### src/rtl/core/tclc_pkg.sv
// Shared constants, types and helpers for the timed color and level crossfade block.
package tclc_pkg;

	// Time and fixed-point formats.
	localparam int TIME_BITS = 32;
	localparam int FRAC_BITS = 8;
	localparam int BYTE_W    = 8;
	localparam int LEN_W     = 15;
	localparam int LEVEL_W   = 16;
	localparam int VAL_W     = BYTE_W + FRAC_BITS;
	localparam int NUM_W     = LEN_W + VAL_W;
	localparam int CNT_W     = $clog2(VAL_W);
	localparam int NCH       = 4;
	localparam int CH_W      = $clog2(NCH);

	// Reset values of the targets.
	localparam logic [BYTE_W-1:0] TGT_LEVEL_RST = 8'd0;
	localparam logic [BYTE_W-1:0] TGT_COLOR_RST = 8'd77;

	// Channel indexes.
	localparam logic [CH_W-1:0] CH_LEVEL = 2'd0;
	localparam logic [CH_W-1:0] CH_RED   = 2'd1;
	localparam logic [CH_W-1:0] CH_GREEN = 2'd2;
	localparam logic [CH_W-1:0] CH_BLUE  = 2'd3;
	localparam logic [CH_W-1:0] CH_LAST  = CH_BLUE;

	// Controller states.
	typedef enum logic [3:0] {
		ST_IDLE,
		ST_DECIDE,
		ST_PREP,
		ST_CHAN,
		ST_MUL_A,
		ST_MUL_B,
		ST_DIV,
		ST_STORE,
		ST_COMMIT,
		ST_OUT
	} state_t;

	// Commands from the controller to the datapath.
	typedef struct packed {
		logic            latch;
		logic            prep;
		logic            mul_a;
		logic            mul_b;
		logic            div_step;
		logic            store;
		logic            commit;
		logic            load_out;
		logic            phase;
		logic [CH_W-1:0] ch;
	} ctl_cmd_t;

	// Status from the datapath to the controller.
	typedef struct packed {
		logic active;
		logic snap;
		logic func;
	} dp_status_t;

	// Round a fixed-point value to the nearest byte, saturating at full scale.
	function automatic logic [BYTE_W-1:0] to_byte(input logic [VAL_W-1:0] v);
		logic [VAL_W:0]    sum;
		logic [BYTE_W:0]   r;
		sum = {1'b0, v} + (VAL_W+1)'(1 << (FRAC_BITS - 1));
		r   = sum[VAL_W:FRAC_BITS];
		return r[BYTE_W] ? {BYTE_W{1'b1}} : r[BYTE_W-1:0];
	endfunction

endpackage

### src/rtl/core/tclc_ctrl.sv
// Sequencing controller for the crossfade block: handshakes, phases and channel steps.
module tclc_ctrl (
	input  logic                clk,
	input  logic                arst_n,
	input  logic                in_valid,
	output logic                in_ready,
	output logic                out_valid,
	input  logic                out_ready,
	input  tclc_pkg::dp_status_t status,
	output tclc_pkg::ctl_cmd_t   cmd
);
	import tclc_pkg::*;

	state_t            state_q, state_d;
	logic [CH_W-1:0]   ch_q;
	logic [CNT_W-1:0]  div_cnt_q;
	logic              phase_q;
	logic              out_valid_q;
	logic              out_free;
	logic              accept;

	assign accept   = in_valid && (state_q == ST_IDLE);
	assign out_free = !out_valid_q || out_ready;

	// Next state.
	always_comb begin
		state_d = state_q;
		case (state_q)
			ST_IDLE: begin
				if (accept) state_d = ST_DECIDE;
			end
			ST_DECIDE: begin
				if (status.snap) state_d = ST_PREP;
				else if (status.func) state_d = ST_COMMIT;
				else state_d = ST_PREP;
			end
			ST_PREP:   state_d = ST_CHAN;
			ST_CHAN:   state_d = status.active ? ST_MUL_A : ST_STORE;
			ST_MUL_A:  state_d = ST_MUL_B;
			ST_MUL_B:  state_d = ST_DIV;
			ST_DIV: begin
				if (div_cnt_q == CNT_W'(VAL_W - 1)) state_d = ST_STORE;
			end
			ST_STORE: begin
				if (ch_q != CH_LAST) state_d = ST_CHAN;
				else if (phase_q) state_d = ST_OUT;
				else state_d = ST_COMMIT;
			end
			ST_COMMIT: state_d = ST_PREP;
			ST_OUT: begin
				if (out_free) state_d = ST_IDLE;
			end
			default:   state_d = ST_IDLE;
		endcase
	end

	// Command outputs.
	always_comb begin
		cmd          = '0;
		cmd.latch    = accept;
		cmd.prep     = (state_q == ST_PREP);
		cmd.mul_a    = (state_q == ST_MUL_A);
		cmd.mul_b    = (state_q == ST_MUL_B);
		cmd.div_step = (state_q == ST_DIV);
		cmd.store    = (state_q == ST_STORE);
		cmd.commit   = (state_q == ST_COMMIT);
		cmd.load_out = (state_q == ST_OUT) && out_free;
		cmd.phase    = phase_q;
		cmd.ch       = ch_q;
	end

	assign in_ready  = (state_q == ST_IDLE);
	assign out_valid = out_valid_q;

	// State, counters and the result valid flag.
	always_ff @(posedge clk or negedge arst_n) begin
		if (!arst_n) begin
			state_q     <= ST_IDLE;
			ch_q        <= '0;
			div_cnt_q   <= '0;
			phase_q     <= 1'b0;
			out_valid_q <= 1'b0;
		end else begin
			state_q <= state_d;
			if (state_q == ST_DECIDE) phase_q <= !status.snap;
			if (state_q == ST_COMMIT) phase_q <= 1'b1;
			if (state_q == ST_PREP) ch_q <= CH_LEVEL;
			else if (state_q == ST_STORE && ch_q != CH_LAST) ch_q <= ch_q + 1'b1;
			if (state_q == ST_MUL_B) div_cnt_q <= '0;
			else if (state_q == ST_DIV) div_cnt_q <= div_cnt_q + 1'b1;
			if (cmd.load_out) out_valid_q <= 1'b1;
			else if (out_ready) out_valid_q <= 1'b0;
		end
	end

endmodule

### src/rtl/core/tclc_datapath.sv
// Datapath for the crossfade block: fade state, interpolation, divider and result registers.
module tclc_datapath (
	input  logic                          clk,
	input  logic                          arst_n,
	input  tclc_pkg::ctl_cmd_t            cmd,
	output tclc_pkg::dp_status_t          status,
	input  logic                          func,
	input  logic [tclc_pkg::TIME_BITS-1:0] now,
	input  logic [tclc_pkg::BYTE_W-1:0]   new_density,
	input  logic [tclc_pkg::BYTE_W-1:0]   new_red,
	input  logic [tclc_pkg::BYTE_W-1:0]   new_green,
	input  logic [tclc_pkg::BYTE_W-1:0]   new_blue,
	input  logic [tclc_pkg::LEN_W-1:0]    fade_duration,
	output logic [tclc_pkg::LEVEL_W-1:0]  level_now,
	output logic [tclc_pkg::BYTE_W-1:0]   red_now,
	output logic [tclc_pkg::BYTE_W-1:0]   green_now,
	output logic [tclc_pkg::BYTE_W-1:0]   blue_now,
	output logic                          fog_on
);
	import tclc_pkg::*;

	// Latched item.
	logic                 func_q;
	logic [TIME_BITS-1:0] now_q;
	logic [BYTE_W-1:0]    new_q [NCH];
	logic [LEN_W-1:0]     dur_q;

	// Fade state.
	logic [BYTE_W-1:0]    tgt_q   [NCH];
	logic [VAL_W-1:0]     start_q [NCH];
	logic [LEN_W-1:0]     len_q;
	logic [TIME_BITS-1:0] end_q;

	// Working registers.
	logic                 active_q;
	logic [LEN_W-1:0]     rem_q;
	logic [NUM_W-1:0]     prod_q;
	logic [LEN_W-1:0]     div_r_q;
	logic [VAL_W-1:0]     div_lo_q;
	logic [VAL_W-1:0]     res_q [NCH];

	// Output registers.
	logic [LEVEL_W-1:0]   level_q;
	logic [BYTE_W-1:0]    red_q, green_q, blue_q;
	logic                 fog_q;

	logic [TIME_BITS-1:0] diff;
	logic                 active_d;
	logic [LEN_W-1:0]     rem_d;
	logic [NUM_W-1:0]     num_d;
	logic [LEN_W:0]       trial;
	logic                 qbit;
	logic [LEN_W-1:0]     div_r_d;
	logic [VAL_W-1:0]     tgt_val;
	logic [VAL_W-1:0]     ch_val;
	logic [TIME_BITS:0]   end_sum;
	logic [TIME_BITS-1:0] end_d;
	logic [LEVEL_W-1:0]   level_d;

	// Remaining time of the running fade, clamped to its length.
	always_comb begin
		diff     = end_q - now_q;
		active_d = (end_q > now_q) && (len_q != '0);
		rem_d    = (diff > TIME_BITS'(len_q)) ? len_q : diff[LEN_W-1:0];
	end

	// Numerator: rem*start + (len-rem)*(target<<FRAC) + len/2.
	assign tgt_val = VAL_W'(tgt_q[cmd.ch]) << FRAC_BITS;
	assign num_d   = prod_q
		+ ((NUM_W'(len_q - rem_q) * NUM_W'(tgt_q[cmd.ch])) << FRAC_BITS)
		+ NUM_W'(len_q >> 1);

	// One restoring division step; the quotient shifts into the low word.
	always_comb begin
		trial = {div_r_q, div_lo_q[VAL_W-1]};
		qbit  = (trial >= {1'b0, len_q});
		div_r_d = qbit ? LEN_W'(trial - {1'b0, len_q}) : trial[LEN_W-1:0];
	end

	// Channel value: the target when no fade is running, else the quotient.
	assign ch_val = active_q ? div_lo_q : tgt_val;

	// Fade end time, saturating at the top of the time range.
	assign end_sum = {1'b0, now_q} + (TIME_BITS+1)'(dur_q);
	assign end_d   = end_sum[TIME_BITS] ? {TIME_BITS{1'b1}} : end_sum[TIME_BITS-1:0];

	assign level_d = LEVEL_W'(res_q[CH_LEVEL]);

	// Item latch and working registers.
	always_ff @(posedge clk) begin
		if (cmd.latch) begin
			func_q          <= func;
			now_q           <= now;
			new_q[CH_LEVEL] <= new_density;
			new_q[CH_RED]   <= new_red;
			new_q[CH_GREEN] <= new_green;
			new_q[CH_BLUE]  <= new_blue;
			dur_q           <= fade_duration;
		end
		if (cmd.prep) begin
			active_q <= active_d;
			rem_q    <= rem_d;
		end
		if (cmd.mul_a) prod_q <= NUM_W'(rem_q) * NUM_W'(start_q[cmd.ch]);
		if (cmd.mul_b) begin
			div_r_q  <= num_d[NUM_W-1:VAL_W];
			div_lo_q <= num_d[VAL_W-1:0];
		end else if (cmd.div_step) begin
			div_r_q  <= div_r_d;
			div_lo_q <= {div_lo_q[VAL_W-2:0], qbit};
		end
		if (cmd.store && cmd.phase) res_q[cmd.ch] <= ch_val;
		if (cmd.load_out) begin
			level_q <= level_d;
			red_q   <= to_byte(res_q[CH_RED]);
			green_q <= to_byte(res_q[CH_GREEN]);
			blue_q  <= to_byte(res_q[CH_BLUE]);
			fog_q   <= (level_d != '0);
		end
	end

	// Fade state, set by reset: the targets to their reset values, the rest cleared.
	always_ff @(posedge clk or negedge arst_n) begin
		if (!arst_n) begin
			tgt_q[CH_LEVEL] <= TGT_LEVEL_RST;
			tgt_q[CH_RED]   <= TGT_COLOR_RST;
			tgt_q[CH_GREEN] <= TGT_COLOR_RST;
			tgt_q[CH_BLUE]  <= TGT_COLOR_RST;
			for (int i = 0; i < NCH; i++) start_q[i] <= '0;
			len_q <= '0;
			end_q <= '0;
		end else begin
			if (cmd.store && !cmd.phase) start_q[cmd.ch] <= ch_val;
			if (cmd.commit) begin
				for (int i = 0; i < NCH; i++) tgt_q[i] <= new_q[i];
				len_q <= dur_q;
				end_q <= end_d;
			end
		end
	end

	assign status.active = active_q;
	assign status.func   = func_q;
	assign status.snap   = func_q && (dur_q != '0);

	assign level_now = level_q;
	assign red_now   = red_q;
	assign green_now = green_q;
	assign blue_now  = blue_q;
	assign fog_on    = fog_q;

endmodule

### src/rtl/core/timed_color_level_crossfade.sv
// Top level of the timed color and level crossfade block.
//
//  Channel | Handshake            | Payload
//  --------+----------------------+---------------------------------------------------
//  input   | in_valid / in_ready  | func, now, new_density, new_red, new_green,
//          |                      | new_blue, fade_duration
//  output  | out_valid / out_ready| level_now, red_now, green_now, blue_now, fog_on
//
// One item is worked on at a time; each gives one result item. The four channels go
// one after another through a shared multiply stage and a 16-step restoring divider.
// A channel skips the multiply and the divider when no fade runs; an update with a nonzero
// duration passes the channels twice, once to take the start values and once for the result.
// A finished result waits in the output register while the next item is accepted;
// the block stalls only when a new result is ready and the old one is still held.
// Reset is asynchronous: it loads the targets and clears the fade state at once.
module timed_color_level_crossfade (
	input  logic                           clk,
	input  logic                           arst_n,
	input  logic                           in_valid,
	output logic                           in_ready,
	input  logic                           func,
	input  logic [tclc_pkg::TIME_BITS-1:0] now,
	input  logic [tclc_pkg::BYTE_W-1:0]    new_density,
	input  logic [tclc_pkg::BYTE_W-1:0]    new_red,
	input  logic [tclc_pkg::BYTE_W-1:0]    new_green,
	input  logic [tclc_pkg::BYTE_W-1:0]    new_blue,
	input  logic [tclc_pkg::LEN_W-1:0]     fade_duration,
	output logic                           out_valid,
	input  logic                           out_ready,
	output logic [tclc_pkg::LEVEL_W-1:0]   level_now,
	output logic [tclc_pkg::BYTE_W-1:0]    red_now,
	output logic [tclc_pkg::BYTE_W-1:0]    green_now,
	output logic [tclc_pkg::BYTE_W-1:0]    blue_now,
	output logic                           fog_on
);
	import tclc_pkg::*;

	ctl_cmd_t   cmd;
	dp_status_t status;

	// Controller.
	tclc_ctrl u_ctrl (
		.clk       (clk),
		.arst_n    (arst_n),
		.in_valid  (in_valid),
		.in_ready  (in_ready),
		.out_valid (out_valid),
		.out_ready (out_ready),
		.status    (status),
		.cmd       (cmd)
	);

	// Datapath.
	tclc_datapath u_datapath (
		.clk           (clk),
		.arst_n        (arst_n),
		.cmd           (cmd),
		.status        (status),
		.func          (func),
		.now           (now),
		.new_density   (new_density),
		.new_red       (new_red),
		.new_green     (new_green),
		.new_blue      (new_blue),
		.fade_duration (fade_duration),
		.level_now     (level_now),
		.red_now       (red_now),
		.green_now     (green_now),
		.blue_now      (blue_now),
		.fog_on        (fog_on)
	);

endmodule
### config.mk
export PLATFORM = sky130hd
export DESIGN_NAME = timed_color_level_crossfade
export DESIGN_NICKNAME = d
export VERILOG_FILES = /design/src/rtl/core/tclc_pkg.sv /design/src/rtl/core/tclc_ctrl.sv /design/src/rtl/core/tclc_datapath.sv /design/src/rtl/core/timed_color_level_crossfade.sv
export SDC_FILE = /design/constraint.sdc
export NUM_CORES = 2
export LEC_CHECK = 0
export ABC_AREA = 1
export BUFFER_PORTS_ARGS = -buffer_cell sky130_fd_sc_hd__buf_4
export CORE_MARGIN = 10
export CORE_UTILIZATION = 55
export CTS_BUF_LIST = sky130_fd_sc_hd__clkbuf_4 sky130_fd_sc_hd__clkbuf_8
export CTS_CLUSTER_SIZE = 14
export DETAILED_ROUTE_END_ITERATION = 6
export PLACE_DENSITY = 0.72
export SYNTH_ARGS = -nofsm -noshare
export SYNTH_HDL_FRONTEND = slang
export SYNTH_SLANG_ARGS = --single-unit
### constraint.sdc
create_clock -name clk -period 13.5 [get_ports clk]
set_input_delay 2.025 -clock clk [delete_from_list [all_inputs] [get_ports clk]]
set_output_delay 2.025 -clock clk [all_outputs]
set_load 0.02 [all_outputs]
==> flow_summary_export.csv <==
group,metric,value,unit
worst_hold_path,worstHoldPathCells,2,
global_route,use_met1,33.62,%
die,ios,127,
logic_synthesis,ys.flop_type,"edfxtp_1",
global_route,met3_usage,5.108,%
die,rows,91,
sta,finClkSkew,0.04975,ns
sta,fin_crit,8.905,ns
sta,rsz0062_at_grt,"no",
logic_synthesis,synth_top_family_by_area,"adder cells",
sta,setup_viol,0,
setup_path,startpoint_type,"flip-flop",
outcome,status,"finished clean",
logic_synthesis,async_reset_ff_share,39.04,%
setup_path,r2r_start,"u_ctrl.ch_q[0]",
logic_synthesis,ys_seq_area_share,32.19,%
logic_synthesis,synth_edf_count,242,
logic_synthesis,synthesis.area_per_instance,8.310,um^2
setup_path,r2r_slack,4.60,ns
placement,port_buffers,126,
global_route,grt_max_degree,89,
layout,final_util,61.32,%
route,via_per_inst,5.519,
route,num_vias,28690,
flow_run,cap_violations,0,
setup_path,cp-end-kind,"flip-flop",
clock_network,post_cts_resized,0,
clock_network,cts_max_level,3,
worst_hold_path,hold_class,"reg2reg",
clock_network,clkLatencyLatePin,0.69,ns
clock_network,root_buffer,"clkbuf_8",
placement,place_area,36500,um^2
setup_path,worstSetupPathType,"reg2reg",
logic_synthesis,syn_nets,4825,
placement,hpwlAfterDp,83.85,mm
layout,syn_to_final_growth,9.754,%
sta,fmax,112.3,MHz
setup_path,cpMostUsedCell,"nand2_1",
clock_network,tritoncts,"done",
global_route,grt_pass1_vias,29420,
logic_synthesis,synth.mux.area_fraction,0,%
route,drt_iter0_drc,1983,
setup_path,critPathMaxStageDelay,0.61,ns
die,die_x,271.1,um
layout,num_antenna_cells,0,
logic_synthesis,ys_seq_elements,397,
logic_synthesis,synth_compound_area_share,8.394,%
route,avgRoutedWirePerCell,20.04,um
sta,max-slew-margin-rel,25.03,%
sta,finalHoldViolCount,0,
clock_network,clkSinkCount,397,
placement,gp_congestion,1.035,
clock_network,ctsHoldBuffers,0,
logic_synthesis,ys_types,57,
global_route,grt_busiest_layer,"met2",
logic_synthesis,synthAdderAreaFrac,26.81,%
worst_hold_path,holdPathEnd,"u_datapath.tgt_q[9]",
setup_path,crit_start,"u_ctrl.ch_q[0]",
global_route,antenna_found_initial,2,
sta,worstMarginPinSlew,1.118,ns
setup_path,reg2reg_to,"u_datapath.div_r_q[14]",
layout,finish.instance_area,38050,um^2
global_route,grt.total_usage,28.76,%
logic_synthesis,synth-simple-area-share,20.70,%
setup_path,cp_max_fo,67,
logic_synthesis,synthCells,4172,
logic_synthesis,yosys_warnings,0,
die,core_area,62050,um^2
sta,tns,0,ns
route,drc,0,
clock_network,clk_pin_slew_worst_paths,0.06,ns
die,start_util,55.87,%
clock_network,cts_made_buffers,72,
route,dr.pass1.iters,6,
setup_path,rr_worst_depth,42,
clock_network,clock_path_buffers,3,
clock_network,post_cts_buffers,0,
logic_synthesis,synth-xor-area-share,3.082,%
route,wl,104.2,mm
setup_path,cp_slowest_cell,"clkinv_1",
setup_path,required,13.89,ns
global_route,grt_pass1_wl,164.2,mm
route,ant_nets,0,
global_route,grt_overflow,0,
setup_path,cp_data_arrival_time,9.29,ns
sta,min_period_over_period,65.96,%
die,fp.dieArea,73480,um^2
sta,slew_viol_final,0,
layout,nets,4956,
layout,drive_gt1_share,7.840,%
die,fp.dieH,271.1,um
worst_hold_path,hold_path_startpoint,"u_datapath.new_q[2][1]",
logic_synthesis,syn_area,34670,um^2
global_route,grtUsageMet2,48.49,%
-- cells in the mapped netlist, types with 3 or more instances --
master | number | area, um^2
nand3_2 | 6 | 60.06
a31oi_1 | 21 | 131.4
a21boi_0 | 6 | 45.04
o211ai_1 | 19 | 142.6
edfxtp_1 | 242 | 7267
a21oi_1 | 186 | 930.9
or2_2 | 14 | 87.58
fa_1 | 290 | 5806
o31ai_1 | 6 | 45.04
nor3_1 | 29 | 145.1
inv_1 | 713 | 2676
xor2_1 | 69 | 604.3
nor2_4 | 3 | 33.78
nor2_1 | 407 | 1528
dfstp_2 | 12 | 315.3
nand3_1 | 151 | 755.7
nand4_1 | 39 | 244.0
o21bai_1 | 16 | 120.1
buf_1 | 6 | 22.52
a221oi_1 | 3 | 26.28
buf_2 | 7 | 35.03
o21ai_0 | 227 | 1136
a211oi_1 | 6 | 45.04
and2_1 | 5 | 31.28
xnor2_1 | 53 | 464.2
a21o_1 | 13 | 97.59
nand2_2 | 14 | 87.58
o221ai_1 | 3 | 26.28
ha_1 | 279 | 3491
nand3b_1 | 7 | 52.55
clkbuf_1 | 72 | 270.3
o21ai_1 | 5 | 25.02
nand2_1 | 1028 | 3859
clkinv_1 | 7 | 26.28
nor2_2 | 15 | 93.84
dfrtp_1 | 143 | 3578
nor4_1 | 22 | 137.6
-- critical path: cells and delay by family (launching register included) --
family                   cells  cell delay [ns]
adder cells (fa/ha/maj)      7             3.05
buffers and inverters       13             2.22
AND/OR/NAND/NOR             15             1.73
AO/OA/AOI/OAI                7             1.27
flip-flops                   1             0.34
-- metrics by stage --
stage          hold slack (ns)  setup slack [ns]  std cells
6_report                0.4319             4.595       5199
5_1_grt                 0.4618             3.614       5199
4_1_cts                 0.4260             4.658       5199
3_5_place_dp            0.4405             4.704       5066
2_1_floorplan           0.4254             5.411       4172
3_3_place_gp            0.4307             4.749       5066
-- kinds of logic after synthesis --
kind of cell,after synthesis
buffers and inverters,809
XOR/XNOR,122
flip-flops,397
AND/OR/NAND/NOR,1747
adder cells (fa/ha/maj),569
AO/OA/AOI/OAI,528
-- worst max path at each step --
stage                             endpoint  slack [ns]
detailed placement  u_datapath.div_r_q[14]        4.70
global placement    u_datapath.div_r_q[14]        4.75
floorplan              u_datapath.dur_q[0]        5.41
global route        u_datapath.div_r_q[14]        3.61
finish              u_datapath.div_r_q[14]        4.60
CTS                 u_datapath.div_r_q[14]        4.66
-- area by class of cell --
type | count | area [um^2]
multi-input combinational | 2966 | 20490
sequential | 397 | 11160
tap | 837 | 1047
timing repair buffer | 144 | 1085
clock inverter | 32 | 292.8
clock buffer | 101 | 1265
fill | 5512 | 24000
inverter | 722 | 2710
-- cells in the final DEF, fill, tap and decap left out, types with 142 or more instances in the layout --
master,n
a21oi_1,186
buf_4,143
dfrtp_1,142
edfxtp_1,242
fa_1,290
ha_1,279
inv_1,713
nand2_1,1028
nand3_1,151
nor2_1,402
o21ai_0,227
-- registers in the layout (all words and copies together), names as in the netlist --
name                  flops
u_ctrl.out_valid          1
u_ctrl.phase_q            1
u_datapath.end_q         32
u_ctrl.div_cnt_q          4
u_datapath.fog_on         1
u_datapath.active_q       1
u_ctrl.ch_q               2
u_datapath.now_q         32
u_datapath.len_q         15
u_datapath.green_now      8
u_datapath.blue_now       8
u_datapath.div_lo_q      16
u_datapath.dur_q         15
u_datapath.level_now     16
u_datapath.start_q       64
u_datapath.res_q         43
u_datapath.new_q         32
u_datapath.prod_q        31
u_datapath.tgt_q         32
u_datapath.func_q         1
u_datapath.rem_q         15
u_ctrl.state_q            4
u_datapath.red_now        8
u_datapath.div_r_q       15
-- routing by layer --
| metal | vias up | wire length [um] |
|---|---|---|
| met2 | 1041 | 50130 |
| met5 | - | 0 |
| met4 | 0 | 7276 |
| li1 | 13580 | - |
| met1 | 13780 | 39910 |
| met3 | 294 | 6859 |
Power is left out: the tool's default activity adds up to more than one toggle a clock period on the data nets, which glitch-free logic cannot reach.
